--- src/design/ldu_pkg.sv ---
// shared types, constants and address helpers for the ldu linear solver
package ldu_pkg;

    localparam int MAX_ORDER = 8;
    localparam int ORDER_W   = $clog2(MAX_ORDER);
    localparam int DATA_W    = 32;
    localparam int FRAC_W    = 16;
    localparam int ACC_W     = 2 * DATA_W;
    localparam int DIVD_W    = DATA_W + FRAC_W;
    localparam int MEM_AW    = 2 + 2 * ORDER_W;
    localparam int MEM_DEPTH = 1 << MEM_AW;
    localparam int SIZE_W    = ORDER_W + 1;

    localparam logic [1:0] KIND_COEFF = 2'd0;
    localparam logic [1:0] KIND_RHS   = 2'd1;
    localparam logic [1:0] KIND_START = 2'd2;

    localparam logic [1:0] ST_OK    = 2'd0;
    localparam logic [1:0] ST_ZERO  = 2'd1;
    localparam logic [1:0] ST_OVFL  = 2'd2;

    localparam logic [1:0] RGN_COEFF = 2'd0;
    localparam logic [1:0] RGN_LOWER = 2'd1;
    localparam logic [1:0] RGN_UPPER = 2'd2;
    localparam logic [1:0] RGN_VEC   = 2'd3;

    localparam logic [ORDER_W-1:0] VEC_RHS  = ORDER_W'(0);
    localparam logic [ORDER_W-1:0] VEC_DIAG = ORDER_W'(1);
    localparam logic [ORDER_W-1:0] VEC_WORK = ORDER_W'(2);

    typedef struct packed {
        logic [1:0]                kind;
        logic [2:0]                row;
        logic [2:0]                col;
        logic signed [DATA_W-1:0]  value;
    } t_in_item;

    typedef struct packed {
        logic [2:0]                index;
        logic signed [DATA_W-1:0]  solution;
        logic                      last;
        logic [1:0]                status;
    } t_out_item;

    typedef struct packed {
        logic                we;
        logic [MEM_AW-1:0]   addr;
        logic [DATA_W-1:0]   wdata;
    } t_mem_req;

    typedef struct packed {
        logic                      done;
        logic                      zero;
        logic                      ovf;
        logic signed [DATA_W-1:0]  quo;
    } t_div_res;

    function automatic logic [MEM_AW-1:0] mat_addr(input logic [1:0] rgn,
                                                   input logic [ORDER_W-1:0] r,
                                                   input logic [ORDER_W-1:0] c);
        return {rgn, r, c};
    endfunction

    function automatic logic [MEM_AW-1:0] vec_addr(input logic [ORDER_W-1:0] sub,
                                                   input logic [ORDER_W-1:0] idx);
        return {RGN_VEC, sub, idx};
    endfunction

endpackage

--- src/design/ldu_div.sv ---
// iterative fixed-point divider, one quotient bit per cycle, saturating
module ldu_div import ldu_pkg::*; (
    input  logic                     i_clk,
    input  logic                     i_rst_n,
    input  logic                     i_start,
    input  logic signed [DATA_W-1:0] i_num,
    input  logic signed [DATA_W-1:0] i_den,
    output t_div_res                 o_res
);

    localparam int CNT_W = $clog2(DIVD_W);

    logic              r_busy;
    logic              r_done;
    logic              r_zero;
    logic              r_neg;
    logic [CNT_W-1:0]  r_cnt;
    logic [DATA_W-1:0] r_rem;
    logic [DATA_W-1:0] r_den;
    logic [DIVD_W-1:0] r_quo;

    logic [DATA_W-1:0] num_mag;
    logic [DATA_W-1:0] den_mag;
    logic [DATA_W:0]   rem_sh;
    logic              ge;
    logic [DATA_W:0]   rem_sub;
    logic              pos_ovf;
    logic              neg_ovf;

    assign num_mag = i_num[DATA_W-1] ? (~i_num + DATA_W'(1)) : i_num;
    assign den_mag = i_den[DATA_W-1] ? (~i_den + DATA_W'(1)) : i_den;
    assign rem_sh  = {r_rem, r_quo[DIVD_W-1]};
    assign ge      = rem_sh >= {1'b0, r_den};
    assign rem_sub = rem_sh - {1'b0, r_den};

    always_ff @(posedge i_clk) begin
        if (!i_rst_n) begin
            r_busy <= 1'b0;
            r_done <= 1'b0;
        end else begin
            r_done <= 1'b0;
            if (i_start) begin
                if (i_den == '0) begin
                    r_zero <= 1'b1;
                    r_neg  <= 1'b0;
                    r_quo  <= '0;
                    r_done <= 1'b1;
                end else begin
                    r_zero <= 1'b0;
                    r_neg  <= i_num[DATA_W-1] ^ i_den[DATA_W-1];
                    r_busy <= 1'b1;
                    r_cnt  <= CNT_W'(DIVD_W - 1);
                    r_rem  <= '0;
                    r_den  <= den_mag;
                    r_quo  <= {num_mag, FRAC_W'(0)};
                end
            end else if (r_busy) begin
                r_rem <= ge ? rem_sub[DATA_W-1:0] : rem_sh[DATA_W-1:0];
                r_quo <= {r_quo[DIVD_W-2:0], ge};
                if (r_cnt == '0) begin
                    r_busy <= 1'b0;
                    r_done <= 1'b1;
                end else begin
                    r_cnt <= r_cnt - CNT_W'(1);
                end
            end
        end
    end

    assign pos_ovf = |r_quo[DIVD_W-1:DATA_W-1];
    assign neg_ovf = (|r_quo[DIVD_W-1:DATA_W]) |
                     (r_quo[DATA_W-1] & (|r_quo[DATA_W-2:0]));

    always_comb begin
        o_res.done = r_done;
        o_res.zero = r_zero;
        o_res.ovf  = r_neg ? neg_ovf : pos_ovf;
        if (r_neg) begin
            o_res.quo = neg_ovf ? {1'b1, {(DATA_W-1){1'b0}}}
                                : -$signed(r_quo[DATA_W-1:0]);
        end else begin
            o_res.quo = pos_ovf ? {1'b0, {(DATA_W-1){1'b1}}}
                                : $signed(r_quo[DATA_W-1:0]);
        end
    end

endmodule

--- src/design/ldu_core.sv ---
// solve sequencer: factorization, substitutions and result delivery over one ram port
module ldu_core import ldu_pkg::*; (
    input  logic                i_clk,
    input  logic                i_rst_n,
    input  logic                i_start,
    input  logic [SIZE_W-1:0]   i_n,
    output logic                o_idle,
    output t_mem_req            o_mem,
    input  logic [DATA_W-1:0]   i_rdata,
    output logic                o_out_valid,
    input  logic                i_out_ready,
    output t_out_item           o_out_data
);

    typedef enum logic [3:0] {
        S_IDLE, S_SETUP, S_ITER, S_RA, S_RB, S_CB, S_MUL, S_ACC,
        S_FIN0, S_FIN1, S_DEN, S_DIV, S_OUT, S_NEXT
    } t_state;

    typedef enum logic [2:0] {
        PH_FAC, PH_FWD, PH_DIAG, PH_BACK, PH_OUT
    } t_phase;

    t_state                    r_state;
    t_phase                    r_phase;
    logic [ORDER_W-1:0]        r_i;
    logic [ORDER_W-1:0]        r_j;
    logic [SIZE_W-1:0]         r_k;
    logic [SIZE_W-1:0]         r_kend;
    logic [SIZE_W-1:0]         r_n;
    logic                      r_second;
    logic [1:0]                r_flags;
    logic signed [ACC_W-1:0]   r_acc;
    logic signed [DATA_W-1:0]  r_opa;
    logic signed [DATA_W-1:0]  r_opb;
    logic signed [ACC_W-1:0]   r_prod;
    logic signed [DATA_W-1:0]  r_num;
    logic                      r_out_valid;
    t_out_item                 r_out;

    logic [ORDER_W-1:0]        n_m1;
    logic [ORDER_W-1:0]        kx;
    logic signed [ACC_W-1:0]   prod_rnd;
    logic signed [ACC_W-1:0]   rd_ext;
    logic signed [ACC_W-1:0]   diff_full;
    logic signed [DATA_W-1:0]  t_sat;
    logic                      t_ovf;
    logic signed [DATA_W-1:0]  diff_sat;
    logic                      diff_ovf;
    logic                      div_start;
    t_div_res                  div_res;
    logic [ORDER_W-1:0]        min_ij;
    logic [1:0]                status;

    function automatic logic is_ovf(input logic signed [ACC_W-1:0] v);
        return (v > ACC_W'(64'sh7FFF_FFFF)) || (v < -ACC_W'(64'sh8000_0000));
    endfunction

    function automatic logic signed [DATA_W-1:0] sat32(input logic signed [ACC_W-1:0] v);
        if (v > ACC_W'(64'sh7FFF_FFFF)) begin
            return {1'b0, {(DATA_W-1){1'b1}}};
        end else if (v < -ACC_W'(64'sh8000_0000)) begin
            return {1'b1, {(DATA_W-1){1'b0}}};
        end
        return v[DATA_W-1:0];
    endfunction

    assign n_m1      = ORDER_W'(r_n - SIZE_W'(1));
    assign kx        = r_k[ORDER_W-1:0];
    assign min_ij    = (r_i < r_j) ? r_i : r_j;
    assign prod_rnd  = (r_prod + ACC_W'(32768)) >>> FRAC_W;
    assign rd_ext    = ACC_W'($signed(i_rdata));
    assign diff_full = rd_ext - r_acc;
    assign t_sat     = sat32(prod_rnd);
    assign t_ovf     = is_ovf(prod_rnd);
    assign diff_sat  = sat32(diff_full);
    assign diff_ovf  = is_ovf(diff_full);
    assign div_start = (r_state == S_DEN);
    assign status    = r_flags[0] ? ST_ZERO : (r_flags[1] ? ST_OVFL : ST_OK);

    ldu_div u_div (
        .i_clk   (i_clk),
        .i_rst_n (i_rst_n),
        .i_start (div_start),
        .i_num   (r_num),
        .i_den   ($signed(i_rdata)),
        .o_res   (div_res)
    );

    // ram access per state
    always_comb begin
        o_mem = '{we: 1'b0, addr: '0, wdata: '0};
        case (r_state)
            S_RA: begin
                o_mem.addr = (r_phase == PH_BACK) ? mat_addr(RGN_UPPER, r_i, kx)
                                                  : mat_addr(RGN_LOWER, r_i, kx);
            end
            S_RB: begin
                o_mem.addr = (r_phase == PH_FAC) ? vec_addr(VEC_DIAG, kx)
                                                 : vec_addr(VEC_WORK, kx);
            end
            S_ACC: begin
                o_mem.addr = mat_addr(RGN_UPPER, kx, r_j);
            end
            S_FIN0: begin
                case (r_phase)
                    PH_FAC:  o_mem.addr = mat_addr(RGN_COEFF, r_i, r_j);
                    PH_FWD:  o_mem.addr = vec_addr(VEC_RHS, r_i);
                    default: o_mem.addr = vec_addr(VEC_WORK, r_i);
                endcase
            end
            S_FIN1: begin
                o_mem.wdata = diff_sat;
                case (r_phase)
                    PH_FAC: begin
                        if (r_i == r_j) begin
                            o_mem.we   = 1'b1;
                            o_mem.addr = vec_addr(VEC_DIAG, r_i);
                        end else begin
                            o_mem.addr = vec_addr(VEC_DIAG, min_ij);
                        end
                    end
                    PH_DIAG: o_mem.addr = vec_addr(VEC_DIAG, r_i);
                    PH_FWD, PH_BACK: begin
                        o_mem.we   = 1'b1;
                        o_mem.addr = vec_addr(VEC_WORK, r_i);
                    end
                    default: o_mem.we = 1'b0;
                endcase
            end
            S_DIV: begin
                o_mem.we    = div_res.done;
                o_mem.wdata = div_res.quo;
                if (r_phase == PH_DIAG) begin
                    o_mem.addr = vec_addr(VEC_WORK, r_i);
                end else if (r_i > r_j) begin
                    o_mem.addr = mat_addr(RGN_LOWER, r_i, r_j);
                end else begin
                    o_mem.addr = mat_addr(RGN_UPPER, r_i, r_j);
                end
            end
            default: o_mem.we = 1'b0;
        endcase
    end

    always_ff @(posedge i_clk) begin
        if (!i_rst_n) begin
            r_state     <= S_IDLE;
            r_phase     <= PH_FAC;
            r_i         <= '0;
            r_j         <= '0;
            r_k         <= '0;
            r_kend      <= '0;
            r_n         <= '0;
            r_second    <= 1'b0;
            r_flags     <= '0;
            r_out_valid <= 1'b0;
        end else begin
            case (r_state)
                S_IDLE: begin
                    if (i_start) begin
                        r_n     <= i_n;
                        r_flags <= '0;
                        r_phase <= PH_FAC;
                        r_i     <= '0;
                        r_j     <= '0;
                        r_state <= S_SETUP;
                    end
                end
                S_SETUP: begin
                    r_acc    <= '0;
                    r_second <= 1'b0;
                    case (r_phase)
                        PH_FAC: begin
                            r_k    <= '0;
                            r_kend <= SIZE_W'(min_ij);
                        end
                        PH_FWD: begin
                            r_k    <= '0;
                            r_kend <= SIZE_W'(r_i);
                        end
                        PH_BACK: begin
                            r_k    <= SIZE_W'(r_i) + SIZE_W'(1);
                            r_kend <= r_n;
                        end
                        default: begin
                            r_k    <= '0;
                            r_kend <= '0;
                        end
                    endcase
                    r_state <= S_ITER;
                end
                S_ITER: begin
                    r_state <= (r_k < r_kend) ? S_RA : S_FIN0;
                end
                S_RA: begin
                    r_state <= S_RB;
                end
                S_RB: begin
                    r_opa   <= $signed(i_rdata);
                    r_state <= S_CB;
                end
                S_CB: begin
                    r_opb   <= $signed(i_rdata);
                    r_state <= S_MUL;
                end
                S_MUL: begin
                    r_prod  <= r_opa * r_opb;
                    r_state <= S_ACC;
                end
                S_ACC: begin
                    if (r_phase == PH_FAC && !r_second) begin
                        r_opa    <= t_sat;
                        r_second <= 1'b1;
                        if (t_ovf) begin
                            r_flags[1] <= 1'b1;
                        end
                        r_state  <= S_CB;
                    end else begin
                        r_acc    <= r_acc + prod_rnd;
                        r_second <= 1'b0;
                        r_k      <= r_k + SIZE_W'(1);
                        r_state  <= S_ITER;
                    end
                end
                S_FIN0: begin
                    r_state <= S_FIN1;
                end
                S_FIN1: begin
                    r_num <= diff_sat;
                    if (diff_ovf && r_phase != PH_OUT) begin
                        r_flags[1] <= 1'b1;
                    end
                    case (r_phase)
                        PH_FAC:  r_state <= (r_i == r_j) ? S_NEXT : S_DEN;
                        PH_DIAG: r_state <= S_DEN;
                        PH_OUT: begin
                            r_out_valid    <= 1'b1;
                            r_out.index    <= r_i;
                            r_out.solution <= $signed(i_rdata);
                            r_out.last     <= (r_i == n_m1);
                            r_out.status   <= status;
                            r_state        <= S_OUT;
                        end
                        default: r_state <= S_NEXT;
                    endcase
                end
                S_DEN: begin
                    r_state <= S_DIV;
                end
                S_DIV: begin
                    if (div_res.done) begin
                        r_flags <= r_flags | {div_res.ovf, div_res.zero};
                        r_state <= S_NEXT;
                    end
                end
                S_OUT: begin
                    if (i_out_ready) begin
                        r_out_valid <= 1'b0;
                        r_state     <= S_NEXT;
                    end
                end
                S_NEXT: begin
                    r_state <= S_SETUP;
                    case (r_phase)
                        PH_FAC: begin
                            if (r_j == n_m1) begin
                                r_j <= '0;
                                if (r_i == n_m1) begin
                                    r_phase <= PH_FWD;
                                    r_i     <= '0;
                                end else begin
                                    r_i <= r_i + ORDER_W'(1);
                                end
                            end else begin
                                r_j <= r_j + ORDER_W'(1);
                            end
                        end
                        PH_FWD: begin
                            if (r_i == n_m1) begin
                                r_phase <= PH_DIAG;
                                r_i     <= '0;
                            end else begin
                                r_i <= r_i + ORDER_W'(1);
                            end
                        end
                        PH_DIAG: begin
                            if (r_i == n_m1) begin
                                if (n_m1 == '0) begin
                                    r_phase <= PH_OUT;
                                    r_i     <= '0;
                                end else begin
                                    r_phase <= PH_BACK;
                                    r_i     <= n_m1 - ORDER_W'(1);
                                end
                            end else begin
                                r_i <= r_i + ORDER_W'(1);
                            end
                        end
                        PH_BACK: begin
                            if (r_i == '0) begin
                                r_phase <= PH_OUT;
                            end else begin
                                r_i <= r_i - ORDER_W'(1);
                            end
                        end
                        default: begin
                            if (r_i == n_m1) begin
                                r_state <= S_IDLE;
                            end else begin
                                r_i <= r_i + ORDER_W'(1);
                            end
                        end
                    endcase
                end
                default: r_state <= S_IDLE;
            endcase
        end
    end

    assign o_idle      = (r_state == S_IDLE);
    assign o_out_valid = r_out_valid;
    assign o_out_data  = r_out;

endmodule

--- config.mk ---
export PLATFORM = sky130hd
export DESIGN_NAME = ldu_core
export DESIGN_NICKNAME = d
export VERILOG_FILES = /design/src/design/ldu_pkg.sv /design/src/design/ldu_div.sv /design/src/design/ldu_core.sv
export SDC_FILE = /design/constraint.sdc
export NUM_CORES = 2
export LEC_CHECK = 0
export BUFFER_PORTS_ARGS = -buffer_cell sky130_fd_sc_hd__buf_2
export CORE_MARGIN = 3
export CORE_UTILIZATION = 40
export CTS_CLUSTER_SIZE = 24
export DETAILED_ROUTE_END_ITERATION = 10
export HOLD_SLACK_MARGIN = 0.15
export PLACE_DENSITY = 0.66
export SETUP_SLACK_MARGIN = 0.15
export SKIP_CTS_REPAIR_TIMING = 1
export SLEW_MARGIN = 25
export SYNTH_ARGS = -nofsm -noshare
export SYNTH_HDL_FRONTEND = slang
export SYNTH_SLANG_ARGS = --single-unit
--- constraint.sdc ---
create_clock -name i_clk -period 8.5 [get_ports i_clk]
set_input_delay 1.7 -clock i_clk [delete_from_list [all_inputs] [get_ports i_clk]]
set_output_delay 1.7 -clock i_clk [all_outputs]
set_load 0.01 [all_outputs]
# Yosys cells after proc, flatten, opt, wreduce, memory -nomap -nowiden
# Cells that the tools add are included.
[totals]
register_bits = 413
out_inout_bits = 81
[classes]
n_addsub = 15
mul = 1
n_lt_le_gt_ge = 8
n_eq_ne = 40
muxes = 99
n_bitwise = 7
reduce_logical = 43
[op_table]
columns = ["cell", "n"]
rows = [
  ["$mux 32", 15],
  ["$mux 48", 3],
  ["$pmux 32 s2", 2],
  ["$pmux 64 s2", 1],
  ["$add 32x2->32 const B", 2],
  ["$add 64x17->64 const B", 1],
  ["$add 64x48->64", 1],
  ["$gt 64x32->1 const B", 1],
  ["$lt 64x32->1 const B", 1],
  ["$mul 32x32->64", 1],
  ["$mux 64", 1],
  ["$not 32->32", 2],
  ["$sub 32x64->64", 1],
  ["$mux 3", 19],
  ["$pmux 4 s14", 1],
  ["$gt 48x32->1 const B", 1],
  ["$lt 48x32->1 const B", 1],
  ["$pmux 8 s6", 1],
  ["$ge 33x32->1", 1],
  ["$logic_not 32->1", 1],
  ["$neg 32->32", 1],
  ["$sub 32x32->32", 1],
  ["$mux 31", 1],
  ["$reduce_or 31->1", 1],
  ["59 further kinds", 152],
]

# Longest topological paths before layout
[depth]
ltp_word = 7
ltp_mapped = 31
depth_no_buf = 30

# Cells and area by module
# Synthesis repeated with hierarchy kept, for this count alone.
[hier_totals]
cells_unflattened = 7158
hier_area_um2 = 65527.8
[modules_own_cells]
columns = ["mod", "n_inst", "cells_each", "area_per_inst_um2", "seq_area_each_um2"]
rows = [
  ["ldu_core", 1, 6149, 56375.3, 7997.7],
  ["ldu_div", 1, 1009, 9152.5, 3643.5],
]

# Worst setup path after synthesis
# Ideal clock, no wire load.
[synth_timing]
kind = "flip-flop to flip-flop"
from = "reg r_opa[31]"
to = "reg r_prod[62] (data pin)"
setup_ns = 0.258
arrival_time_ns = 7.892
path_slack_ns = 0.351
stages_incl_launch_ff = 27
path_buffers = 1
period_less_slack_ns = 8.149
path_cell_list = "edfxtp_1 > clkbuf_1 > nand2_1 > inv_1 > fa_1 > inv_1 > fa_1 > inv_1 > fa_1 > fa_1 > inv_1 > fa_1 > inv_1 > fa_1 > inv_1 > fa_1 > fa_1 > inv_1 > ha_1 > a21o_1 > a21o_1 > a21oi_1 > nor3b_1 > a21oi_1 > a211o_1 > a21oi_1 > xnor2_1"
[synth_between]
elab_chain_cells = 1
[synth_lines]
columns = ["item", "line", "text"]
rows = [
  ["from (decl)", "ldu_core.sv:34", "logic signed [DATA_W-1:0] r_opa;"],
  ["from (signal assigned)", "ldu_core.sv:200", "r_opa <= $signed(i_rdata);"],
  ["from (signal assigned)", "ldu_core.sv:213", "r_opa <= t_sat;"],
  ["$mul 32x32->64", "ldu_core.sv:208", "r_prod <= r_opa * r_opb;"],
  ["to (signal assigned)", "ldu_core.sv:208", ""],
  ["to (decl)", "ldu_core.sv:36", "logic signed [ACC_W-1:0] r_prod;"],
]
# Every way passes these cells.
# A chain may end at the register's enable or synchronous reset.

# Final worst setup path
[layout_timing]
from = "reg r_opa[5]"
to = "reg r_prod[61] (data pin)"
# The elaborated chain is that of the path after synthesis.

==> impl_metrics.yaml <==
pwr:
  ir_drop_v: 0.000971
  power_density_mw_per_mm2: 402
  report.power.total_uw: 28700
  p_clk_share_pct: 7.9
  internal-power_uw: 15100
  static-leakage-power_uw: 0.0329
  total_switching_power_uw: 13600
  pwr-share-seq_pct: 12.2
  switching_share_pct: 47.5
  power.combinational.fraction_pct: 79.9
timing:
  finalSetupViolations: 0
  timing.fmax_mhz: 121
  timing_worst_slew_pin_value_ps: 977
  worst_slack_on_hold_paths_ps: 458
  timing_max_transition_violations_final: 0
  final_min_period_over_clock_period_pct: 97.0
  tns_ps: 0
  fin_ws_ps: 254
  hold_viol: 0
  slew_headroom_pct: 34.8
  clock-skew-final_ps: 37.2
  period_needed_ps: 8250
  rsz0062_at_grt: "yes"
drt:
  drt_pass1_iterations: 8
  drtIter0Drc: 4098
  routed_wl_mm: 179
  drc: 0
  detail-route-antenna-nets: 0
  detail_route.wl_per_cell_um: 19.1
  vias_per_cell: 5.35
  vias: 50271
logic_synthesis:
  synth.distinct_cells: 94
  synth_area_per_cell_um2: 9.16
  postSynthNetCount: 8539
  synth_edf_count: 367
  dominantRegCellSynth: "edfxtp_1"
  synth.yosys.seq_area_share_pct: 18.0
  synth_cells: 7055
  yosys_register_bits: 398
  syn_warnings: 0
  asr_flop_ratio_synth_pct: 0
  post_synth_instance_area_mm2: 0.0646
global_route:
  grt_start_max_net_pins: 74
  first_global_vias: 52072
  antenna_found_initial: 4
  grt_pass1_wl_mm: 288
  all_layer_global_routing_usage_pct: 21.6
  globalRouteOverflowTotal: 0
clocking:
  number_of_sinks_handled_by_clock_tree_synthesis: 398
  cts_max_path_buffers: 3
  clk-insertion-delay-late_ps: 620
  tritoncts: "yes"
  cts_root_buf: "clkbuf_16"
  htreeDepth: 2
  cts_made_buffers: 46
  worst_setup_hold_path_clk_slew_ps: 60
floorplan:
  die_height_um: 408
  rows: 146
  area_of_the_core_mm2: 0.159
  die-width_um: 408
  floorplan.initialDensity_pct: 40.5
  design.portCount: 121
  fp.dieArea_mm2: 0.166
placed_design:
  hpwlAfterDp_mm: 149
  place_ws_ps: -728
  dp.cells: 9287
  gp_routability_congestion: 0.929
  numPortBuffers: 120
cells_and_area:
  final_layout_net_count: 8693
  final_common_cell: "inv_1"
  final_cell_mix: "inv_1 (1,237), fa_1 (1,077), nand2_1 (816)"
  final-seq-area_mm2: 0.0116
  n_fill_cell: 15203
  share_of_layout_cells_above_drive_strength_1_pct: 8.51
  syn_to_final_growth_pct: 10.6
  area_of_the_multi_input_gates_mm2: 0.0474
  finalNonFillerCells: 9398
worst_setup_path:
  wp_buf_inv: 7
  critical_path.startpoint_type: "flip-flop"
  timing.critical_path.slowest_cell_delay_ps: 560
  endpoint_kind: "flip-flop"
  cp.required_ps: 8830
  cpLargestDelayFamily: "adder cells"
  path_max_fanout: 12
  most_used_cell_cp: "fa_1"
  critical_path.slowest_cell: "fa_1"
  setup.worst_path.class: "flip-flop to flip-flop"
  arrival_ps: 8580
worst_hold_path:
  holdCritPathClass: "flip-flop to flip-flop"
status:
  run_status: "finished, final reports clean"
flow_run:
  drv_cap: 0
==> per-stage QoR <==
| stage | utilization [%] | area [um2] |
|---|---|---|
| after detailed placement | 43.5 | 69400 |
| after CTS | 44.5 | 71000 |
| final | 44.8 | 71500 |
| after global routing | 44.8 | 71500 |
| after global placement | 43.5 | 69400 |
| after floorplan | - | 64600 |
==> area by class of cell <==
class                   count  share of cell area, %
diodes                      5                 0.0175
flip-flops and latches    398                   16.3
inverters                1240                   6.51
multi-input cells        5077                   66.3
well taps                2146                   3.76
repair buffers            446                   4.84
clock inverters            34                  0.697
clock buffers              52                   1.64
==> synthesized netlist by cell type (all sizes together) (8+ instances only) <==
master	n	area share, %
nor3b	9	0.11
or4	24	0.28
o22ai	10	0.097
or3	32	0.31
xnor2	204	2.8
buf	22	0.18
o211ai	16	0.19
ha	360	7.0
clkbuf	318	1.8
o31a	9	0.12
o31ai	39	0.47
inv	1239	7.2
edfxtp	367	17
xor2	116	1.6
a211oi	20	0.23
nor3	78	0.60
nor2	425	2.5
a21oi	280	2.2
nor4	37	0.38
a21boi	15	0.17
a21o	123	1.4
nor2b	39	0.38
a21bo	23	0.36
and2	538	5.2
o41ai	22	0.33
or2	8	0.077
a31oi	64	0.62
fa	1084	34
and3	39	0.38
a311o	23	0.36
dfxtp	31	0.96
nand3	80	0.62
a2111oi	11	0.16
o21a	35	0.41
a211o	8	0.11
nand4	64	0.64
a221oi	33	0.45
and4	12	0.16
nand2b	49	0.47
o21ai	200	1.6
mux2i	12	0.19
nand2	818	4.7
o21bai	28	0.33
==> path summary, 6_finish.rpt <==
path                          start                     end  slack, ps  cells past startpoint
max              r_opa[5]$_DFFE_PP_    r_prod[61]$_DFFE_PP_        250                     28
min          r_kend[0]$_SDFFE_PN0P_  r_kend[0]$_SDFFE_PN0P_        460                      2
min reg2reg  r_kend[0]$_SDFFE_PN0P_  r_kend[0]$_SDFFE_PN0P_        460                      2
max reg2reg      r_opa[5]$_DFFE_PP_    r_prod[61]$_DFFE_PP_        250                     28
==> per-layer routing <==
layer	track usage, %	vias to the layer above	part of all wire [%]
met5	0	-	0
met1	27.6	25450	40
li1	-	22866	-
met4	8.66	0	4.4
met2	37.3	1614	50
met3	2.31	341	5.5
==> state kept, by name, summed over array words and instances, names as in the netlist, 4 cells and up <==
name / count
r_acc: 64
r_prod: 49
u_div.r_quo: 48
o_out_data: 38
r_num: 32
r_opa: 32
r_opb: 32
u_div.r_den: 32
u_div.r_rem: 32
u_div.r_cnt: 6
r_k: 4
r_kend: 4
r_n: 4
r_state: 4
==> power groups by stage <==
stage | clock [uW] | combinational, uW | sequential, uW
global placement | 0 | 21700 | 3550
floorplan | 0 | 15300 | 3480
finish | 2260 | 23000 | 3510
global route | 2360 | 25800 | 3520
CTS | 2290 | 22200 | 3510
detailed placement | 0 | 22100 | 3550
==> tightest hold or removal path, stage by stage (launching register included) <==
cell	delay [ps]
dfxtp_1	310
nand2_1	50
a21oi_1	50
==> logic make-up after synthesis <==
kind of cell / Yosys count / synth area share (%)
simple gates: 2272 / 17.1
compound gates: 1026 / 10.5
buf+inv: 1580 / 9.22
flops: 398 / 18.0
mux: 15 / 0.238
fa+ha+maj: 1444 / 40.5
xor+xnor: 320 / 4.34
Note: power is estimated with default switching activity, not from simulation.
